===== config.mk =====
export PLATFORM = sky130hd
export DESIGN_NAME = rcb3_merge
export DESIGN_NICKNAME = d
export VERILOG_FILES = /design/src/design/rcb3_pkg.sv /design/src/design/rcb3_merge.sv
export VERILOG_INCLUDE_DIRS = /design/src /design/src/design
export SDC_FILE = /design/constraint.sdc
export NUM_CORES = 2
export LEC_CHECK = 0
export ABC_AREA = 0
export CORE_ASPECT_RATIO = 0.75
export CORE_MARGIN = 2
export CORE_UTILIZATION = 60
export CTS_BUF_LIST = sky130_fd_sc_hd__clkbuf_8 sky130_fd_sc_hd__clkbuf_16
export DETAILED_ROUTE_END_ITERATION = 10
export DONT_BUFFER_PORTS = 1
export GPL_ROUTABILITY_DRIVEN = 0
export PLACE_DENSITY = 0.76
export SLEW_MARGIN = 15
export SYNTH_ARGS = -nofsm -noshare
export SYNTH_HDL_FRONTEND = slang
export SYNTH_SLANG_ARGS = --single-unit
export TNS_END_PERCENT = 20

===== constraint.sdc =====
create_clock -name clk_i -period 10.3 [get_ports clk_i]
set_input_delay 0.515 -clock clk_i [delete_from_list [all_inputs] [get_ports clk_i]]
set_output_delay 0.515 -clock clk_i [all_outputs]
set_load 0.05 [all_outputs]

===== src/design/assert_macros.svh =====
// Assertion macros shared by the box filter modules.
`ifndef ASSERT_MACROS_SVH
`define ASSERT_MACROS_SVH

// Clocked check, disabled while reset is applied.
`define RCB3_ASSERT(lbl, prop, msg) \
  lbl: assert property (@(posedge clk_i) disable iff (!rst_ni) prop) \
    else $error(msg);

// Same-cycle implication built on the check above.
`define RCB3_ASSERT_IMPLY(lbl, pre, post, msg) \
  `RCB3_ASSERT(lbl, (pre) |-> (post), msg)

`endif


===== src/design/rcb3_pkg.sv =====
// Shared types and constants for the circular three-tap row box filter.
package rcb3_pkg;

  localparam int unsigned CHAN_W            = 16;
  localparam int unsigned IDX_W             = 9;
  localparam int unsigned ROW_WIDTH_W       = 10;
  localparam int unsigned MIN_WIDTH         = 3;
  localparam int unsigned MAX_RESULTS       = 3;
  localparam int unsigned FIFO_DEPTH        = 8;
  localparam int unsigned MAX_WIDTH_DFLT    = 512;
  localparam int unsigned CHANNEL_BITS_DFLT = 16;

  localparam logic [ROW_WIDTH_W-1:0] ROW_WIDTH_RST = 10'd512;

  // One input request: previous-row pixel plus the tag of the row being built.
  typedef struct packed {
    logic [IDX_W-1:0]  row_tag;
    logic [CHAN_W-1:0] red_in;
    logic [CHAN_W-1:0] green_in;
    logic [CHAN_W-1:0] blue_in;
  } rcb3_in_t;

  // One result request: an averaged pixel of the next row.
  typedef struct packed {
    logic [IDX_W-1:0]  row_out;
    logic [IDX_W-1:0]  pixel_index;
    logic [CHAN_W-1:0] red_out;
    logic [CHAN_W-1:0] green_out;
    logic [CHAN_W-1:0] blue_out;
    logic              row_done;
  } rcb3_out_t;

  // Bookkeeping that travels beside the lane sums.
  typedef struct packed {
    logic             valid;
    logic [1:0]       count;   // results carried: 1, or 3 on a row close
    logic [IDX_W-1:0] row;
    logic [IDX_W-1:0] idx;     // pixel index of lane 0
  } rcb3_stage_t;

endpackage


===== src/design/rcb3_merge.sv =====
// Merge stage: packs lane results in order into an output queue.
`include "assert_macros.svh"

module rcb3_merge #(
  parameter int unsigned CHANNEL_BITS = rcb3_pkg::CHANNEL_BITS_DFLT
) (
  input  logic                   clk_i,
  input  logic                   rst_ni,
  input  rcb3_pkg::rcb3_stage_t  stage_i,
  input  logic [2:0][2:0][((CHANNEL_BITS < rcb3_pkg::CHAN_W) ? CHANNEL_BITS
                          : rcb3_pkg::CHAN_W)-1:0] lane_avg_i,
  output logic                   room_o,
  output logic                   out_valid_o,
  input  logic                   out_stall_i,
  output rcb3_pkg::rcb3_out_t    out_data_o
);
  import rcb3_pkg::*;

  localparam int unsigned PTR_W = $clog2(FIFO_DEPTH);
  localparam int unsigned OCC_W = $clog2(FIFO_DEPTH + 1);
  localparam int unsigned SUM_W = OCC_W + 1;

  rcb3_out_t        mem_q [FIFO_DEPTH];
  rcb3_out_t [2:0]  ent;
  logic [PTR_W-1:0] wr_ptr_q, rd_ptr_q;
  logic [OCC_W-1:0] cnt_q, cnt_d;
  logic [1:0]       push_n;
  logic             pop;

  // Lane results to result records
  always_comb begin
    for (int l = 0; l < 3; l++) begin
      ent[l].row_out   = stage_i.row;
      ent[l].red_out   = CHAN_W'(lane_avg_i[l][0]);
      ent[l].green_out = CHAN_W'(lane_avg_i[l][1]);
      ent[l].blue_out  = CHAN_W'(lane_avg_i[l][2]);
      ent[l].row_done  = 1'b0;
    end
    ent[0].pixel_index = stage_i.idx;
    ent[1].pixel_index = stage_i.idx + IDX_W'(1);
    ent[2].pixel_index = '0;
    ent[2].row_done    = 1'b1;
  end

  // Occupancy and credit
  always_comb begin
    push_n = stage_i.valid ? stage_i.count : 2'd0;
    pop    = out_valid_o && !out_stall_i;
    cnt_d  = cnt_q + OCC_W'(push_n) - OCC_W'(pop);
    room_o = (SUM_W'(cnt_q) + SUM_W'(push_n) + SUM_W'(MAX_RESULTS))
             <= SUM_W'(FIFO_DEPTH);
  end

  always_ff @(posedge clk_i or negedge rst_ni) begin
    if (!rst_ni) begin
      wr_ptr_q <= '0;
      rd_ptr_q <= '0;
      cnt_q    <= '0;
    end else begin
      wr_ptr_q <= wr_ptr_q + PTR_W'(push_n);
      if (pop) begin
        rd_ptr_q <= rd_ptr_q + PTR_W'(1);
      end
      cnt_q <= cnt_d;
    end
  end

  // Queue storage, up to three writes per cycle in lane order
  always_ff @(posedge clk_i) begin
    for (int j = 0; j < 3; j++) begin
      if (2'(j) < push_n) begin
        mem_q[wr_ptr_q + PTR_W'(j)] <= ent[j];
      end
    end
  end

  assign out_valid_o = cnt_q != '0;
  assign out_data_o  = mem_q[rd_ptr_q];

  `RCB3_ASSERT(a_occ_bound, cnt_q <= OCC_W'(FIFO_DEPTH), "queue overfilled")
  `RCB3_ASSERT_IMPLY(a_credit, stage_i.valid,
                     (SUM_W'(cnt_q) + SUM_W'(stage_i.count)) <= SUM_W'(FIFO_DEPTH),
                     "results in flight exceed queue space")

endmodule


# Word level (Yosys, flattened, before mapping)
# Memory sizes are Yosys's and may differ from the RTL's.
# Cells that the tools add are included.
# classes
addsub,9
order_cmp,4
n_mux,7
n_reduce_logical,3
# ops
cell,n
"9-bit by 1-bit adder with 9-bit output, second input constant",1
"3-bit by 1-bit adder with 3-bit output, second input constant",2
1-bit two-way mux,6
4-bit by 2-bit adder with 5-bit output,1
"5-bit by 2-bit adder with 5-bit output, second input constant",1
"5-bit by 4-bit less-or-equal comparator with 1-bit output, second input constant",1
4-bit by 2-bit adder with 4-bit output,1
"1-bit by 2-bit less-than comparator with 1-bit output, first input constant",2
4-bit nonzero test,1
4-bit by 1-bit subtractor with 4-bit output,1
3-bit by 2-bit adder with 3-bit output,1
"3-bit by 2-bit adder with 3-bit output, second input constant",1
"2-bit less-than comparator, first input constant",1
2-bit two-way mux,1
1-bit logical AND,1
1-bit logical NOT,1
# word_totals
reg_bits,10
ramBits,536
in_bits,168
output_inout_bits,69
elab_cells,27
n_memories,1
# memory_table
memory,words,word_bits,read_ports,rd_ports_with_merged_regs,wr,line_no,rtl
mem_q,8,67,1,0,3,rcb3_merge.sv:23,rcb3_out_t mem_q [FIFO_DEPTH];

# Longest topological paths before layout
# depth
ltp_word,4
mapped_depth,10
depth_no_buf,9

# Least setup slack after synthesis
# No wires, ideal clock.
# synth_path
path_type,register to register
startpoint,register wr_ptr_q[0]
endpoint,"memory mem_q[3][10] (netlist bit), enable pin"
setup_ns,0.424
t_arrival_ns,3.092
required_time_ns,9.876
slack_ns,6.784
stages_incl_launch_ff,8
path_buffers,2
period_less_slack_ns,3.516
path_cell_list,dfrtp_1 -> ha_1 -> buf_2 -> nand4b_2 -> or2_2 -> clkbuf_1 -> o21ai_0 -> nand2b_1
# synth_lines
item,line_no,rtl
start: declaration,rcb3_merge.sv:25,"logic [PTR_W-1:0] wr_ptr_q, rd_ptr_q;"
start signal: assignment,rcb3_merge.sv:60,wr_ptr_q <= wr_ptr_q + PTR_W'(push_n);
end: declaration,rcb3_merge.sv:23,

==> metrics.txt <==
status finished clean; Worst-Skew Late Latency ~0.63 ns; clock sinks around 550; Syn Inst Count ~3.1k; element type at the critical path end output port; worst path required time between 9 and 10 ns; worst path bufs/invs 2; CORE AREA 0.0499 sq mm; HP Class input port to flop; Adder-Cell Fraction of Synth Area less than 1%; Fmax between 200 and 250 MHz; setup TNS 0 ns; Wirelength per Cell approximately 28 microns; arrival time at the worst endpoint ~4.2 ns; Synth Register Bits between 500 and 600; delay-heaviest family, CP buffers and inverters; Initial Util 60.6%; boundary pin count roughly 240; Synth area leaders edfxtp_1, nand2_1, mux4_2; Yosys top cell area share 45.3%; number of H-tree levels 2; ANT nets after route 0; Mapped Avg Cell Area ~10 sq um; gr usage total 36.6%; Via density approximately 7.1; post-layout net count roughly 3.0k; Initial DRT Pass Iterations 8; layout cells sized above 1 approximately 13%; mux share of post-synthesis cell area 13.7%; crit path time final around 4.7 ns; Rows a little over 70; initial antenna violation count 4; vias post-DR about 25k; critical path, cell by cell buf_4 -> buf_4 -> mux4_2 -> mux2_2; RSZ-0062 raised after global routing false; crit start category flop; Final HPWL DP 52900 microns; PwrDens between 300 and 400 mW/mm^2; synth unique cells between 50 and 60; leakage 11.4 nW; fraction of the mapped netlist area in compound gates roughly 11%; vias in the first global route 24.1k; endpoints failing setup 0; most common flop cell mapped by yosys edfxtp_1; final hold vios 0; most common cell type on the critical path buf_4; die height 198 microns; post-CTS resize count 0; Fillers between 3k and 4k; slew of the pin with the lowest slew margin between 1 and 1.5 ns; Post-CTS Hold Fix Bufs 10; final worst path period share between 40 and 50%; DRT iter0 DRCs between 3k and 4k; Area Growth Syn to Fin 4.59%; relative slew slack between 15 and 20%; Syn Std Cell Area 0.0302 sq mm; worst hold margin approximately 0.018 ns; Worst Skew around 0.024 ns; Overflow after GRT 0; die area around 0.052 sq mm; first-pass GRT wire length between 100000 and 150000 microns; clk slew on worst S/H paths 0.06 ns; VDD IR max between 0.00015 and 0.0002 V; count leader, synth nand2_1; synth warn 0; number of synthesized flops with an enable pin 456; largest net degree at the start of global routing 68; CTS tree done; CP max stage delay 0.82 ns; drt total wl between 90000 and 100000 microns; PortBufs 0; WS Path Type flop to output port; Inserted Clock Buffers between 50 and 60; Yosys top cell by area edfxtp_1; slowest CP cell buf_4; Die Span X between 200 and 300 microns; Slew Viols, Final 0; CTS Buffer Depth 3; combinational family with the most area after synthesis simple AND/OR/NAND/NOR gates; Mapped Nets between 3k and 4k; # Post-CTS Setup Buffers 0; CP max FO 54; CTS Root Cell clkbuf_16; Seq/Total Area, Yosys between 50 and 60%; commonest cells in the netlist nand2_1, edfxtp_1, nor2_1; ys async rst share under 10%; drt drc 0; Post-Synth Simple-Gate Area between 15 and 20%; max-capacitance violation count 0; Post-Synth XOR/XNOR Area less than 1%
## registers in the layout, summed over array words and instances (netlist names)
name      flops
cnt_q         4
mem_q       536
rd_ptr_q      3
wr_ptr_q      3
## per-stage QoR
stage | std cells | setup slack, ns | area [sq um] | total power [mW] | util (%)
floorplan | 3060 | 6.78 | 30200 | 6.74 | -
global placement | 3361 | 6.28 | 29800 | 7.55 | 59.8
finish | 3474 | 5.59 | 31600 | 9.59 | 63.3
detailed placement | 3361 | 6.25 | 29800 | 7.65 | 59.8
global route | 3473 | 5.52 | 31600 | 9.91 | 63.3
CTS | 3471 | 5.65 | 31600 | 9.51 | 63.3
## layout by cell type (no fill, tap or decap), types with 4 or more instances in the layout
| cell type | n |
|---|---|
| nand2_1 | 828 |
| edfxtp_1 | 456 |
| nor2_1 | 399 |
| a31oi_1 | 389 |
| mux4_2 | 134 |
| dfxtp_1 | 80 |
| mux2_2 | 68 |
| clkbuf_16 | 55 |
| mux2i_1 | 37 |
| inv_1 | 34 |
| buf_4 | 34 |
| o21ai_0 | 32 |
| a21oi_1 | 25 |
| o22ai_1 | 19 |
| o221ai_1 | 18 |
| nor3_1 | 15 |
| ha_1 | 13 |
| clkinv_2 | 13 |
| clkinv_1 | 12 |
| nand2_4 | 11 |
| nand3_1 | 10 |
| dlygate4sd3_1 | 10 |
| xnor2_1 | 8 |
| dfrtp_1 | 7 |
| nor2_4 | 6 |
| a21o_1 | 6 |
| nand4_1 | 6 |
| or2_2 | 5 |
| xor2_1 | 5 |
| a22oi_1 | 5 |
| a32oi_1 | 4 |
| o2111ai_1 | 4 |
## worst reg2reg max path, stage by stage (launching register included)
cell and delay, ns:
dfrtp_1 0.92, ha_1 0.36, xor2_2 0.84, or4_2 0.76, buf_4 0.64, o21ai_0 0.19, a211o_1 0.32
## layer usage
layer / share of wire, % / vias to the layer above / track usage (%)
li1: - / 10333 / -
met1: 35 / 11773 / 49.0
met2: 43 / 2244 / 54.6
met3: 17 / 438 / 11.2
met4: 4.8 / 2 / 18.2
met5: 0.015 / - / 0
## cells by family (layout without fill, tap and decap cells)
| family | count (synthesis) | after routing |
|---|---|---|
| compound gates | 516 | 516 |
| xor+xnor | 14 | 14 |
| fa+ha+maj | 16 | 16 |
| buf+inv | 411 | 166 |
| flops | 546 | 546 |
| mux | 239 | 239 |
| other cells | 0 | 2 |
| simple gates | 1318 | 1318 |
## final cells by class
cell class	count	area (sq um)	area share [%]
multi-input cells	2103	13100	41.5
clock inverters	42	229	0.724
repair buffers	45	383	1.21
clock buffers	58	1420	4.48
diodes	2	5.00	0.0158
inverters	21	78.8	0.249
flip-flops and latches	546	15600	49.2
well taps	657	822	2.60
## where the power goes
group	internal (mW)	switching, mW	leakage, nW	total, mW
sequential	3.18	0.298	4.95	3.47
clock	1.01	0.877	0.866	1.89
combinational	1.35	2.88	5.57	4.23
total	5.54	4.06	11.4	9.59
## path summary, 6_finish.rpt
check,from,cells past startpoint,to,slack (ns)
setup / recovery,rd_ptr_q[1]$_DFFE_PN0P_,4,out_data_o[0],5.59
hold / removal,stage_i[8],2,mem_q[3][57]$_SDFFE_PP0P_,0.02
setup reg to reg,wr_ptr_q[0]$_DFF_PN0_,6,mem_q[1][51]$_SDFFE_PP0P_,6.17
hold reg to reg,mem_q[1][0]$_SDFFE_PP1P_,1,mem_q[1][0]$_SDFFE_PP1P_,0.46
max in group asynchronous,rst_ni,1,rd_ptr_q[2]$_DFFE_PN0P_,9.46
min in group asynchronous,rst_ni,1,wr_ptr_q[1]$_DFF_PN0_,0.36
Note: power is estimated with default switching activity, not from simulation.
