==> src/design/assert_macros.svh <==
// Assertion macros shared by the box filter modules.
`ifndef ASSERT_MACROS_SVH
`define ASSERT_MACROS_SVH

// Clocked check, disabled while reset is applied.
`define RCB3_ASSERT(lbl, prop, msg) \
  lbl: assert property (@(posedge clk_i) disable iff (!rst_ni) prop) \
    else $error(msg);

// Same-cycle implication built on the check above.
`define RCB3_ASSERT_IMPLY(lbl, pre, post, msg) \
  `RCB3_ASSERT(lbl, (pre) |-> (post), msg)

`endif

==> src/design/rcb3_pkg.sv <==
// Shared types and constants for the circular three-tap row box filter.
package rcb3_pkg;

  localparam int unsigned CHAN_W            = 16;
  localparam int unsigned IDX_W             = 9;
  localparam int unsigned ROW_WIDTH_W       = 10;
  localparam int unsigned MIN_WIDTH         = 3;
  localparam int unsigned MAX_RESULTS       = 3;
  localparam int unsigned FIFO_DEPTH        = 8;
  localparam int unsigned MAX_WIDTH_DFLT    = 512;
  localparam int unsigned CHANNEL_BITS_DFLT = 16;

  localparam logic [ROW_WIDTH_W-1:0] ROW_WIDTH_RST = 10'd512;

  // One input request: previous-row pixel plus the tag of the row being built.
  typedef struct packed {
    logic [IDX_W-1:0]  row_tag;
    logic [CHAN_W-1:0] red_in;
    logic [CHAN_W-1:0] green_in;
    logic [CHAN_W-1:0] blue_in;
  } rcb3_in_t;

  // One result request: an averaged pixel of the next row.
  typedef struct packed {
    logic [IDX_W-1:0]  row_out;
    logic [IDX_W-1:0]  pixel_index;
    logic [CHAN_W-1:0] red_out;
    logic [CHAN_W-1:0] green_out;
    logic [CHAN_W-1:0] blue_out;
    logic              row_done;
  } rcb3_out_t;

  // Bookkeeping that travels beside the lane sums.
  typedef struct packed {
    logic             valid;
    logic [1:0]       count;   // results carried: 1, or 3 on a row close
    logic [IDX_W-1:0] row;
    logic [IDX_W-1:0] idx;     // pixel index of lane 0
  } rcb3_stage_t;

endpackage

==> src/design/rcb3_ctrl.sv <==
// Row tracking: width register, pixel count, first/recent pixels, lane taps.
`include "assert_macros.svh"

module rcb3_ctrl #(
  parameter int unsigned MAX_WIDTH    = rcb3_pkg::MAX_WIDTH_DFLT,
  parameter int unsigned CHANNEL_BITS = rcb3_pkg::CHANNEL_BITS_DFLT
) (
  input  logic                                clk_i,
  input  logic                                rst_ni,
  input  logic                                cfg_we_i,
  input  logic [rcb3_pkg::ROW_WIDTH_W-1:0]    cfg_wdata_i,
  input  logic                                acc_i,
  input  rcb3_pkg::rcb3_in_t                  in_data_i,
  output logic [2:0]                          lane_en_o,
  output logic [2:0][2:0][2:0][((CHANNEL_BITS < rcb3_pkg::CHAN_W) ? CHANNEL_BITS
                               : rcb3_pkg::CHAN_W)-1:0] lane_taps_o,
  output rcb3_pkg::rcb3_stage_t               stage_o
);
  import rcb3_pkg::*;

  localparam int unsigned PW    = (CHANNEL_BITS < CHAN_W) ? CHANNEL_BITS : CHAN_W;
  localparam int unsigned CNT_W = $clog2(MAX_WIDTH);
  localparam int unsigned WW    = $clog2(MAX_WIDTH + 1);
  localparam int unsigned CW    = (ROW_WIDTH_W > WW) ? ROW_WIDTH_W : WW;

  logic [ROW_WIDTH_W-1:0]  row_width_q;
  logic [CNT_W-1:0]        cnt_q, cnt_d;
  logic [CW-1:0]           rw, w_eff;
  logic                    emit, close;
  logic [2:0][PW-1:0]      pix;
  logic [1:0][2:0][PW-1:0] first_q;
  logic [1:0][2:0][PW-1:0] recent_q;
  rcb3_stage_t             stage_q, stage_d;

  // Channel bits above the configured precision are dropped
  assign pix[0] = in_data_i.red_in[PW-1:0];
  assign pix[1] = in_data_i.green_in[PW-1:0];
  assign pix[2] = in_data_i.blue_in[PW-1:0];

  // Effective width, clamped into the supported range
  always_comb begin
    rw = CW'(row_width_q);
    if (rw < CW'(MIN_WIDTH)) begin
      w_eff = CW'(MIN_WIDTH);
    end else if (rw > CW'(MAX_WIDTH)) begin
      w_eff = CW'(MAX_WIDTH);
    end else begin
      w_eff = rw;
    end
  end

  // Result decision for the pixel at position cnt_q
  always_comb begin
    emit  = cnt_q >= CNT_W'(2);
    close = emit && ((CW'(cnt_q) + CW'(1)) >= w_eff);
    cnt_d = close ? '0 : cnt_q + CNT_W'(1);

    stage_d.valid = acc_i && emit;
    stage_d.count = close ? 2'(MAX_RESULTS) : 2'd1;
    stage_d.row   = in_data_i.row_tag;
    stage_d.idx   = IDX_W'(cnt_q - CNT_W'(1));
  end

  // Lane taps: lane 0 -> pixel n-1, lane 1 -> pixel n, lane 2 -> pixel 0
  always_comb begin
    lane_taps_o[0][0] = recent_q[0];
    lane_taps_o[0][1] = recent_q[1];
    lane_taps_o[0][2] = pix;
    lane_taps_o[1][0] = recent_q[1];
    lane_taps_o[1][1] = pix;
    lane_taps_o[1][2] = first_q[0];
    lane_taps_o[2][0] = pix;
    lane_taps_o[2][1] = first_q[0];
    lane_taps_o[2][2] = first_q[1];
    lane_en_o[0]      = acc_i && emit;
    lane_en_o[1]      = acc_i && close;
    lane_en_o[2]      = acc_i && close;
  end

  // Control state
  always_ff @(posedge clk_i or negedge rst_ni) begin
    if (!rst_ni) begin
      row_width_q <= ROW_WIDTH_RST;
      cnt_q       <= '0;
      stage_q     <= '0;
    end else begin
      if (cfg_we_i) begin
        row_width_q <= cfg_wdata_i;
      end
      if (acc_i) begin
        cnt_q <= cnt_d;
      end
      stage_q <= stage_d;
    end
  end

  // Pixel history
  always_ff @(posedge clk_i) begin
    if (acc_i) begin
      if (cnt_q == CNT_W'(0)) begin
        first_q[0] <= pix;
      end
      if (cnt_q == CNT_W'(1)) begin
        first_q[1] <= pix;
      end
      recent_q[0] <= recent_q[1];
      recent_q[1] <= pix;
    end
  end

  assign stage_o = stage_q;

  `RCB3_ASSERT_IMPLY(a_stage_count, stage_q.valid,
                     (stage_q.count == 2'd1 || stage_q.count == 2'(MAX_RESULTS)),
                     "stage carries an impossible result count")
  `RCB3_ASSERT(a_row_close, (acc_i && close) |=> (cnt_q == '0),
               "pixel count not cleared after row close")
  `RCB3_ASSERT_IMPLY(a_first_silent, acc_i && !emit, !lane_en_o[1] && !lane_en_o[2],
                     "lanes fired on a row's first pixels")

endmodule

==> config.mk <==
export PLATFORM = sky130hd
export DESIGN_NAME = rcb3_ctrl
export DESIGN_NICKNAME = d
export VERILOG_FILES = /design/src/design/rcb3_pkg.sv /design/src/design/rcb3_ctrl.sv
export VERILOG_INCLUDE_DIRS = /design/src /design/src/design
export SDC_FILE = /design/constraint.sdc
export NUM_CORES = 1
export LEC_CHECK = 0
export BUFFER_PORTS_ARGS = -buffer_cell sky130_fd_sc_hd__buf_2
export CAP_MARGIN = 30
export CORE_AREA = 2 2 206 208
export DETAILED_ROUTE_END_ITERATION = 6
export DIE_AREA = 0 0 208 210
export GPL_TIMING_DRIVEN = 0
export PLACE_DENSITY_LB_ADDON = 0.12
export REMOVE_ABC_BUFFERS = 1
export SETUP_SLACK_MARGIN = 0.5
export SLEW_MARGIN = 20
export SYNTH_ARGS = -nofsm -noshare
export SYNTH_HDL_FRONTEND = slang
export SYNTH_SLANG_ARGS = --single-unit
==> constraint.sdc <==
create_clock -name clk_i -period 3.9 [get_ports clk_i]
set_input_delay 0.78 -clock clk_i [delete_from_list [all_inputs] [get_ports clk_i]]
set_output_delay 0.78 -clock clk_i [all_outputs]
set_load 0.01 [all_outputs]
# After elaboration in Yosys (flattened, before gate mapping)
# Index checks and enable logic that the tools add are counted.
[totals]
ff_bits = 232
in_bits = 71
wordCells = 36
output_inout_bits = 456
[classes]
n_addsub = 3
eq_ne = 1
n_reduce_logical = 6
n_lt_le_gt_ge = 4
mux = 4
[op_table]
columns = ["operator", "n"]
rows = [
  ["10-bit 2-to-1 mux", 2],
  ["9-bit by 1-bit adder with 10-bit output, second input constant", 1],
  ["10-bit >= comparator", 1],
  ["10-bit > comparator, second input constant", 1],
  ["10-bit by 2-bit less-than comparator with 1-bit output, second input constant", 1],
  ["9-bit by 1-bit adder with 9-bit output, second input constant", 1],
  ["9-bit by 1-bit == test with 1-bit output, second input constant", 1],
  ["9-bit by 2-bit >= comparator with 1-bit output, second input constant", 1],
  ["9-bit zero test", 1],
  ["9-bit 2-to-1 mux", 1],
  ["9-bit by 1-bit subtractor with 9-bit output, second input constant", 1],
  ["2-bit AND reduction", 2],
  ["1-bit logical AND", 3],
  ["2-bit 2-to-1 mux", 1],
]

# Longest topological paths before layout
# Gate-level depths: netlist of the first run.
[logic_depth]
ltp_word = 6
depth_mapped = 10
ltp_nobuf = 10

# Least setup slack after synthesis of the first run
# Ideal clock, no wire load.
[synth_timing]
kind = "register to output"
from = "register cnt_q[1]"
to = "output port lane_en_o[2]"
arrival_ns = 2.258
n_path_buf = 2
path_slack_ns = 0.862
stages_incl_launch_ff = 11
required_ns = 3.120
cell_sequence = "dfrtp_1 -> clkbuf_1 -> nand2_1 -> nor3_2 -> xor2_1 -> ha_1 -> a211oi_1 -> nor2_1 -> a311oi_4 -> a21boi_4 -> buf_4"
[synth_via]
elab_chain_len = 4
word_cells_on_any_way = 5
classes_between = "add/sub: 1; order compare: 2; reduce/logical: 2"
[synth_lines]
columns = ["element", "line_no", "text"]
rows = [
  ["from (decl)", "rcb3_ctrl.sv:27", "logic [CNT_W-1:0] cnt_q, cnt_d;"],
  ["from (signal assigned)", "rcb3_ctrl.sv:91", "cnt_q <= cnt_d;"],
  ["9-bit by 1-bit adder with 10-bit output", "rcb3_ctrl.sv:55", "close = emit && ((CW'(cnt_q) + CW'(1)) >= w_eff);"],
  ["10-bit >= comparator", "rcb3_ctrl.sv:55", ""],
  ["1-bit logical AND *", "rcb3_ctrl.sv:55", ""],
  ["1-bit logical AND *", "--", ""],
  ["to (decl)", "rcb3_ctrl.sv:14", "output logic [2:0] lane_en_o,"],
]
# Mark *: on every way between the ends. The rest lies on a longest branch, timed or not.

# Worst setup path after layout of the first run
[layout_timing]
from = "register row_width_q[4]"
to = "output port lane_en_o[1]"
[layout_via]
elab_chain_len = 6
word_cells_on_any_way = 7
classes_between = "order compare: 3; mux: 2; reduce/logical: 2"
[layout_lines]
columns = ["element", "line_no", "text"]
rows = [
  ["from (decl)", "rcb3_ctrl.sv:26", "logic [ROW_WIDTH_W-1:0] row_width_q;"],
  ["from (signal assigned)", "rcb3_ctrl.sv:88", "row_width_q <= cfg_wdata_i;"],
  ["10-bit > comparator", "rcb3_ctrl.sv:45", "end else if (rw > CW'(MAX_WIDTH)) begin"],
  ["10-bit 2-to-1 mux", "rcb3_ctrl.sv:45", ""],
  ["10-bit 2-to-1 mux *", "rcb3_ctrl.sv:43", "if (rw < CW'(MIN_WIDTH)) begin"],
  ["10-bit >= comparator *", "rcb3_ctrl.sv:55", ""],
  ["1-bit logical AND *", "rcb3_ctrl.sv:55", ""],
  ["1-bit logical AND *", "rcb3_ctrl.sv:76", "lane_en_o[1] = acc_i && close;"],
]
# Marked as above.

==> results of run 1 <==
-- synthesized netlist by cell type (all sizes together) (3+ instances only) --
library cell	n	area share, %
buf	246	19
edfxtp	192	60
dfrtp	39	10
ha	15	2.0
nand2	15	0.59
nor2	15	0.59
mux2	9	1.1
nand3	8	0.47
xnor2	8	0.73
nor3	6	0.47
xor2	6	0.55
clkbuf	5	0.20
inv	5	0.20
mux2i	5	0.52
o21ai	5	0.26
nor4	4	0.48
and3	3	0.20
-- worst paths after layout --
path                                 start         endpoint
max in group asynchronous           rst_ni   row_width_q[9]
max                         row_width_q[4]     lane_en_o[1]
min reg2reg                lane_taps_o[66]  lane_taps_o[18]
min                                 rst_ni      stage_o[19]
max reg2reg                 row_width_q[4]         cnt_q[1]
min in group clk_i           in_data_i[48]       stage_o[9]
-- routing by layer --
layer	track usage, %	vias up	wire [µm]
li1	-	2518	-
met1	13.5	2666	10500
met2	23.3	241	15700
met3	2.77	35	1730
met4	3.08	0	542
met5	0	-	0
-- kinds of logic after synthesis --
logic type	count (synthesis)	synth area share [%]
compound gates	14	1.32
flops	232	70.6
mux	14	1.58
xor+xnor	14	1.28
fa+ha+maj	15	1.96
buf+inv	257	19.7
simple gates	60	3.54
other cells	1	0.0391
-- placed cells by master, fill, tap and decap left out, drive strengths merged, types with 8 or more instances in the layout --
master,synthesis,layout
buf,246,546
clkbuf,5,36
clkinv,1,12
dfrtp,39,39
edfxtp,192,192
ha,15,15
mux2,9,9
nand2,15,15
nand3,8,8
nor2,15,15
xnor2,8,8
-- metrics by stage --
| step | std cells | worst slack, ns | hold slack (ns) |
|---|---|---|---|
| 5_1_grt | 1491 | 0.125 | 0.228 |
| 6_report | 1491 | 0.257 | 0.219 |
| 3_3_place_gp | 1421 | -2.20 | 0.455 |
| 3_5_place_dp | 1425 | 0.383 | 0.458 |
| 4_1_cts | 1482 | 0.200 | 0.200 |
| 2_1_floorplan | 356 | 1.01 | 0.475 |
-- timing repair --
item / in CTS / in global routing
endpoints found under the setup margin: 2 / 2
buffers inserted: 7 / 9
pin swaps: 1 / 1
resized for setup: 11 / 0
-- worst max-delay path: stages, from the launching register on --
cell and delay (ns):
dfrtp_1 0.39, or4_4 0.53, nor4_4 0.15, nor2_1 0.06, nor2_1 0.16, ha_1 0.26, nand2b_4 0.13, a211o_1 0.30
nand3_2 0.11, a21boi_4 0.07, buf_2 0.15
-- registers in the layout (all words and copies together) (netlist names) --
signal and flops:
row_width_q 10, stage_o 21, lane_taps_o 192, cnt_q 9
-- final cells by class --
class                           instances  area [µm²]
Inverter                                6        22.5
Timing Repair Buffer                  546        2860
Multi-Input combinational cell        118         975
Fill cell                            4282       29300
Clock buffer                           36         739
Tap cell                              539         674
Clock inverter                         14         108
Sequential cell                       232        6770
-- power by group through the flow --
| stage | combinational (W) | clock [W] | sequential [W] |
|---|---|---|---|
| 5_1_grt | 0.00137 | 0.00263 | 0.00311 |
| 4_1_cts | 0.00121 | 0.00252 | 0.00310 |
| 2_1_floorplan | 0.000341 | 0 | 0.00327 |
| 3_5_place_dp | 0.00113 | 0 | 0.00317 |
| 3_3_place_gp | 0.00112 | 0 | 0.00318 |
| 6_report | 0.00125 | 0.00242 | 0.00308 |
==> flow_summary.yaml, run 1 <==
run_status:
  status: "finished, final reports clean"
cells_and_area:
  antenna_cells_inserted: 0
  syn_to_final_growth_pct: 26.8
  post-route-util_pct: 29.3
  fin_nets: 1017
  finish.instance_area_mm2: 0.0122
  drive_above_1_share_pct: 65.4
detailed_routing:
  avgRoutedWirePerCell_um: 19.0
  detail_route.iter0.violations: 198
  drt_pre_antenna_iters: 4
  vias: 5460
  viasPerCell: 3.66
  drcViolationCount: 0
  routed_wirelength_mm: 28.4
  drt.antenna.violating_nets: 0
cts:
  cts_buffer_depth: 3
  ctsRootBufferMaster: "clkbuf_16"
  clkLatencyLatePin_ns: 0.55
  tritoncts.num_buffers: 27
  holdBufCountCts: 0
  cts.reportedPaths.clkPinSlew_ns: 0.06
  cts_sinks: 232
  cts_tree: "built"
  cts-htree-levels: 1
worst_setup_path:
  r2r.worst_path.cells: 11
  setup.worst_path.end_class: "primary output"
  timing.critical_path.from_type: "register"
  crit_path_max_fanout: 3
  timing.setup.critical_path_class: "register to primary output"
  critPathRequiredTime_ns: 3.12
  timing.reg2reg.setup_slack_ns: 1.26
  worst-endpoint-arrival_ns: 2.86
yosys:
  synth-warning-count: 0
  synth_edf_count: 192
  netlist_instances: 607
  synth.lib_cells_used.distinct: 43
  synthFlopType: "edfxtp_1"
  async_flop_share_pct: 17.2
  synth.ff_latch_count: 232
  yosysSeqAreaShare_pct: 70.6
  synth_area_per_cell_um2: 15.8
  synthesis.area_mm2: 0.00959
power:
  power.density_cell_area_mw_per_mm2: 556
  power_switching_share_pct: 28.0
  p_leak_nw: 5.35
  switchingPower_w: 0.00189
  internal_power_w: 0.00486
  clock_power_share_pct: 35.9
  power_after_layout_w: 0.00675
  vdd.ir_drop.worst_v: 0.000287
  power.share.combinational_pct: 18.5
  power_frac_seq_pct: 45.6
floorplanning:
  die_h_um: 210
  design.portCount: 527
  coreArea_mm2: 0.0415
  die-area_mm2: 0.0437
  std_cell_rows: 75
  die-width_um: 208
  floorplan.initialDensity_pct: 23.1
sta:
  layout_worst_path_cycle_share_pct: 93.4
  max_clock_freq_ghz: 0.274
  setup_viol_count_final: 0
  final.setup.tns_ns: 0
  period_needed_ns: 3.64
  relSlewSlack_pct: 64.7
  fin_skew_ns: 0.0168
  timing.final.max_slew_violations: 0
  hold_viol: 0
  grt_setup_unrepaired: "yes"
  worst_pin_slew_ns: 0.530
global_routing:
  grt_max_degree: 64
  grt_first_pass_wirelength_mm: 38.6
  first_global_vias: 5139
  grt_remaining_overflow: 0
  antenna_found_initial: 0
  grt_usage_pct: 12.2
min_path:
  hold_class: "input port to asynchronous set/reset pin"
placed_design:
  dp.final_hpwl_mm: 21.3
  port-buffer-count: 526
  globalplace.congestion: 0.758
  dpl-instance-area_mm2: 0.0111
job:
  max_cap_viol_count: 0
(Power assumes the default switching activity.)
==> inputs of run 2 (changes only) <==
==> constraint.sdc (replaced) <==
create_clock -name clk_i -period 3 [get_ports clk_i]
set_input_delay 0.6 -clock clk_i [delete_from_list [all_inputs] [get_ports clk_i]]
set_output_delay 0.6 -clock clk_i [all_outputs]
set_load 0.01 [all_outputs]
==> run 2 against run 1 <==
  * The run now ends with setup timing left
  * Critical endpoint unchanged
  * Count of clock-buffer cells in the layout is the same
  * Critical path depth is the same
  * Register-to-register slack worse by 0.97 ns
  * Non-clock buffer count decreased by 1
  * Final cell count is essentially flat
  * Sequential cell count unchanged
  * Setup slack lost 0.72 ns
==> flow_summary.yaml, run 2 (same netlist as run 1, synthesis figures left out) <==
floorplanning:
  std_cell_rows: 75
  coreArea_mm2: 0.0415
  die-area_mm2: 0.0437
  die_h_um: 210
  floorplan.initialDensity_pct: 23.1
  die-width_um: 208
  design.portCount: 527
run_status:
  failed_checks: "setup timing"
  status: "finished, violations left"
global_routing:
  grt_max_degree: 64
  antenna_found_initial: 0
  grt_usage_pct: 12.2
  first_global_vias: 5179
  grt_first_pass_wirelength_mm: 38.6
  grt_remaining_overflow: 0
cells_and_area:
  final_common_cell: "buf_2"
  syn_to_final_growth_pct: 27.8
  fin_nets: 1016
  antenna_cells_inserted: 0
  drive_above_1_share_pct: 66.1
  finish.cell_count_without_fillers: 1490
  layout.cells.most_common_list: "524 x buf_2, 192 x edfxtp_1, 34 x dfrtp_1"
  largest_register_ff_count: 192
sta:
  hold_viol: 0
  worst_pin_slew_ns: 0.526
  period_needed_ns: 3.46
  layout_worst_path_cycle_share_pct: 115
  max_clock_freq_ghz: 0.289
  relSlewSlack_pct: 64.9
  fin_skew_ns: 0.0146
  setup_viol_count_final: 2
  final.setup.tns_ns: -0.929
  layout_setup_ws_ns: -0.465
  grt_setup_unrepaired: "yes"
  timing.final.max_slew_violations: 0
worst_setup_path:
  worst_path_largest_cell_delay_ns: 0.53
  critPathCapture: "lane_en_o[1]"
  worst-endpoint-arrival_ns: 2.86
  timing.critical_path.cells: "or4_4, nor4_4, nor2_1, nor2_1, ha_1, nand2b_4, a211o_1, nand3_2, a21boi_4, buf_2"
  critical-path-top-delay-family: "simple AND/OR/NAND/NOR gates"
  timing.rr.start: "row_width_q[4]"
  timing.reg2reg.setup_slack_ns: 0.29
  r2r.worst_path.cells: 12
  timing.critical_path.from_type: "register"
  crit_path_start: "row_width_q[4]"
  critPathRequiredTime_ns: 2.40
  critPathSlowestCell: "or4_4"
  timing.setup.critical_path_class: "register to primary output"
  path_depth: 10
  critPathMostFrequentCell: "nor2_1"
  setup.worst_path.end_class: "primary output"
  critPathBufInv: 1
  r2r_end: "cnt_q[5]"
  crit_path_max_fanout: 3
job:
  max_cap_viol_count: 0
placed_design:
  dp.final_hpwl_mm: 21.3
  post-place-cells: 1425
  port-buffer-count: 526
  globalplace.congestion: 0.758
cts:
  cts-htree-levels: 1
  holdBufCountCts: 0
  ctsRootBufferMaster: "clkbuf_16"
  clkLatencyLatePin_ns: 0.54
  cts.reportedPaths.clkPinSlew_ns: 0.06
  tritoncts.num_buffers: 27
  cts_sinks: 232
  cts_buffer_depth: 3
  cts_tree: "built"
detailed_routing:
  drt.antenna.violating_nets: 0
  drcViolationCount: 0
  drt_pre_antenna_iters: 4
  routed_wirelength_mm: 28.4
  viasPerCell: 3.68
  vias: 5479
  detail_route.iter0.violations: 181
  avgRoutedWirePerCell_um: 19.0
min_path:
  hold_class: "input port to asynchronous set/reset pin"
power:
  power.density_cell_area_mw_per_mm2: 725
  vdd.ir_drop.worst_v: 0.000373
  p_leak_nw: 5.36
[run 2: cell types whose count changed in the layout (fill, tap and decap cells not counted), moves of 2 or more]
cell,previous run,this run
nor3_4,0,2
buf_6,0,3
buf_4,16,10
nor2_1,15,11
nor3_2,3,1
nor2_4,0,3
buf_12,2,4
[run 2: what timing repair did]
| action | 4_1_cts | 5_1_grt |
|---|---|---|
| resized for setup | 23 | 15 |
| endpoints found under the setup margin | 13 | 13 |
| setup buffers | 11 | 4 |
| pin swaps | 1 | 3 |
| gates cloned | 0 | 0 |
[run 2: metrics by stage]
stage               cell area [µm²]  hold WS (ns)  setup slack [ns]  utilization (%)  total power [W]
floorplan                      7720         0.304             0.294                -          0.00469
global placement              11000         0.455             -2.92             26.6          0.00559
detailed placement            11100         0.458            -0.337             26.9          0.00558
CTS                           12200        0.0202            -0.520             29.3          0.00898
global route                  12300        0.0479            -0.594             29.5          0.00934
finish                        12300        0.0359            -0.465             29.5          0.00888
[run 2: how the worst min path moves through the flow]
stage | from | to | slack, ns
final | rst_ni | stage_o[19] | 0.04
after floorplan | rst_ni | cnt_q[0] | 0.30
after detailed placement | lane_taps_o[66] | lane_taps_o[18] | 0.46
after CTS | rst_ni | cnt_q[6] | 0.02
after global placement | lane_taps_o[51] | lane_taps_o[3] | 0.45
after global routing | rst_ni | stage_o[19] | 0.05
[run 2: layout make-up]
cell class	instances	area, µm²
Clock buffer	36	739
Sequential cell	232	6770
Inverter	6	30.0
Clock inverter	14	108
Multi-Input combinational cell	118	1030
Timing Repair Buffer	545	2900
Fill cell	4276	29200
Tap cell	539	674
[run 2: power breakdown]
group	switching, W	internal [W]
clock	0.00133	0.00182
sequential	0.000177	0.00383
combinational	0.000992	0.000727
total	0.00250	0.00638
[run 2: worst reg2reg max path: cells and delay by family, from the launching register on]
family / cells / cell delay, ns
flops: 1 / 0.39
buf+inv: 2 / 0.29
compound gates: 2 / 0.37
simple gates: 7 / 1.31
fa+ha+maj: 1 / 0.26
[run 2: routing by layer]
metal  up-vias  part of all wire (%)  track usage [%]
li1       2516                     -                -
met1      2679                    37             13.5
met2       247                    55             23.2
met3        37                   6.1             2.77
met4         0                   2.0             3.28
met5         -                     0                0
==> inputs of run 3 (changes only) <==
--- a/config.mk
+++ b/config.mk
@@ -8,9 +8,9 @@
 export LEC_CHECK = 0
 export BUFFER_PORTS_ARGS = -buffer_cell sky130_fd_sc_hd__buf_2
 export CAP_MARGIN = 30
-export CORE_AREA = 2 2 206 208
+export CORE_AREA = 4 4 202 204
 export DETAILED_ROUTE_END_ITERATION = 6
-export DIE_AREA = 0 0 208 210
+export DIE_AREA = 0 0 206 208
 export GPL_TIMING_DRIVEN = 0
 export PLACE_DENSITY_LB_ADDON = 0.12
 export REMOVE_ABC_BUFFERS = 1
==> run 3 against run 2 <==
  * The run still ends with setup timing left
  * Final cell count hardly changed
  * Fmax is 1.8% higher
  * First-iteration DRC count is 9.4% higher
  * Sequential power hardly changed
  * Die area is 1.9% lower
  * Count of clock-buffer cells in the layout is 4 higher
  * Register-to-register slack worse by 0.61 ns
  * Design area is 1.6% higher
  * Critical path type unchanged
  * Critical endpoint is now lane_en_o[2]
  * Largest power group unchanged
  * Highest routed layer unchanged
==> flow_summary.yaml, run 3 (same netlist as run 1, synthesis figures left out) <==
floorplanning:
  die-area_mm2: 0.0428
  die_h_um: 208
  coreArea_mm2: 0.0393
  design.portCount: 527
  die-width_um: 206
  floorplan.initialDensity_pct: 24.4
  std_cell_rows: 73
detailed_routing:
  drt_pre_antenna_iters: 4
  routed_wirelength_mm: 29.9
  avgRoutedWirePerCell_um: 20.1
  vias: 5537
  detail_route.iter0.violations: 198
  viasPerCell: 3.72
  drt.antenna.violating_nets: 0
  drcViolationCount: 0
worst_setup_path:
  critPathBufInv: 2
  critPathRequiredTime_ns: 2.40
  timing.critical_path.from_type: "register"
  worst-endpoint-arrival_ns: 2.80
  worst_path_largest_cell_delay_ns: 0.44
  timing.setup.critical_path_class: "register to primary output"
  crit_path_max_fanout: 6
  setup.worst_path.end_class: "primary output"
  critical-path-top-delay-family: "simple AND/OR/NAND/NOR gates"
  timing.critical_path.cells: "buf_4, nand4_1, nor2_1, xor2_1, ha_1, and4_4, a311oi_4, a21boi_4, buf_2"
  critPathSlowestCell: "dfrtp_2"
global_routing:
  grt_usage_pct: 12.9
  first_global_vias: 5442
  grt_first_pass_wirelength_mm: 40.6
  antenna_found_initial: 0
  grt_remaining_overflow: 0
  grt_max_degree: 60
power:
  internal_power_w: 0.00657
  clock_power_share_pct: 36.1
  power_frac_seq_pct: 44.1
  power.share.combinational_pct: 19.8
  power_switching_share_pct: 27.8
  power.density_cell_area_mw_per_mm2: 732
  power_after_layout_w: 0.00911
  vdd.ir_drop.worst_v: 0.000379
  switchingPower_w: 0.00254
  p_leak_nw: 5.46
cells_and_area:
  layout.cells.most_common_list: "523 x buf_2, 192 x edfxtp_1, 32 x dfrtp_1"
  antenna_cells_inserted: 0
  largest_register_ff_count: 192
  fin_nets: 1029
  syn_to_final_growth_pct: 29.8
  drive_above_1_share_pct: 66.7
  post-route-util_pct: 31.7
  final_common_cell: "buf_2"
cts:
  cts_buffer_depth: 3
  cts_sinks: 232
  cts.reportedPaths.clkPinSlew_ns: 0.05
  tritoncts.num_buffers: 29
  cts-htree-levels: 1
  ctsRootBufferMaster: "clkbuf_16"
  cts_tree: "built"
  clkLatencyLatePin_ns: 0.56
min_path:
  hold_class: "input port to register"
sta:
  setup_viol_count_final: 10
  grt_setup_unrepaired: "yes"
  timing.final.max_slew_violations: 0
  hold-worst-slack_ns: 0.148
  fin_skew_ns: 0.0133
  max_clock_freq_ghz: 0.294
  worst_pin_slew_ns: 0.586
  hold_viol: 0
  final.setup.tns_ns: -3.06
  layout_worst_path_cycle_share_pct: 113
  period_needed_ns: 3.40
  layout_setup_ws_ns: -0.403
  relSlewSlack_pct: 60.9
job:
  max_cap_viol_count: 0
run_status:
  status: "finished, violations left"
  failed_checks: "setup timing"
placed_design:
  globalplace.congestion: 0.760
  dp.final_hpwl_mm: 22.7
  port-buffer-count: 526
  post-place-ws_ns: -0.337
-- run 3: final cells by class --
type,count,area (µm²)
flip-flops and latches,232,6780
fillers,3985,26800
multi-input cells,118,1080
well taps,525,657
clock buffers,40,777
clock inverters,12,124
repair buffers,556,2990
inverters,6,35.0
-- run 3: worst reg2reg max path, cell delays in order, from the launching register on --
cell      delay (ns)
dfrtp_2         0.44
buf_4           0.16
nand4_1         0.14
nor2_1          0.16
xor2_1          0.23
ha_1            0.27
and4_4          0.21
a311oi_4        0.34
a21boi_4        0.13
buf_4           0.16
buf_6           0.10
buf_6           0.10
buf_6           0.10
buf_6           0.10
buf_6           0.10
buf_6           0.10
buf_6           0.10
buf_8           0.14
a211oi_2        0.14
-- run 3: per-layer routing --
metal | up-vias | global-route usage [%] | part of all wire, %
met4 | 0 | 3.03 | 2.2
met2 | 238 | 25.3 | 56
met5 | - | 0 | 0
met3 | 40 | 3.41 | 7.3
li1 | 2552 | - | -
met1 | 2707 | 13.4 | 35
-- run 3: power by group through the flow --
stage               sequential (W)  combinational, W  clock (W)
finish                     0.00402           0.00181    0.00329
global route               0.00405           0.00196    0.00356
CTS                        0.00404           0.00169    0.00342
detailed placement         0.00412           0.00149          0
global placement           0.00414           0.00148          0
floorplan                  0.00425          0.000443          0
-- run 3: final timing paths --
kind | cells after the start | startpoint | to | slack, ns
hold / removal | 1 | in_data_i[48] | stage_o[9] | 0.15
setup reg to reg | 18 | cnt_q[3] | cnt_q[1] | -0.32
min in group asynchronous | 2 | rst_ni | stage_o[18] | 0.49
setup / recovery | 9 | cnt_q[3] | lane_en_o[2] | -0.40
max in group asynchronous | 3 | rst_ni | row_width_q[9] | 1.97
hold reg to reg | 0 | lane_taps_o[69] | lane_taps_o[21] | 0.47
-- run 3: repair_timing --
item	4_1_cts	5_1_grt
pin swaps	5	15
buffers inserted	14	11
endpoints found under the setup margin	13	13
hold buffers	1	0
resized for setup	33	26
endpoints found under the hold margin	13	0
-- run 3: through the flow --
stage          std cells  instance area, µm²
4_1_cts             1478               12200
5_1_grt             1489               12400
6_report            1489               12400
3_5_place_dp        1411               11100
3_3_place_gp        1407               11000
2_1_floorplan        356                7720
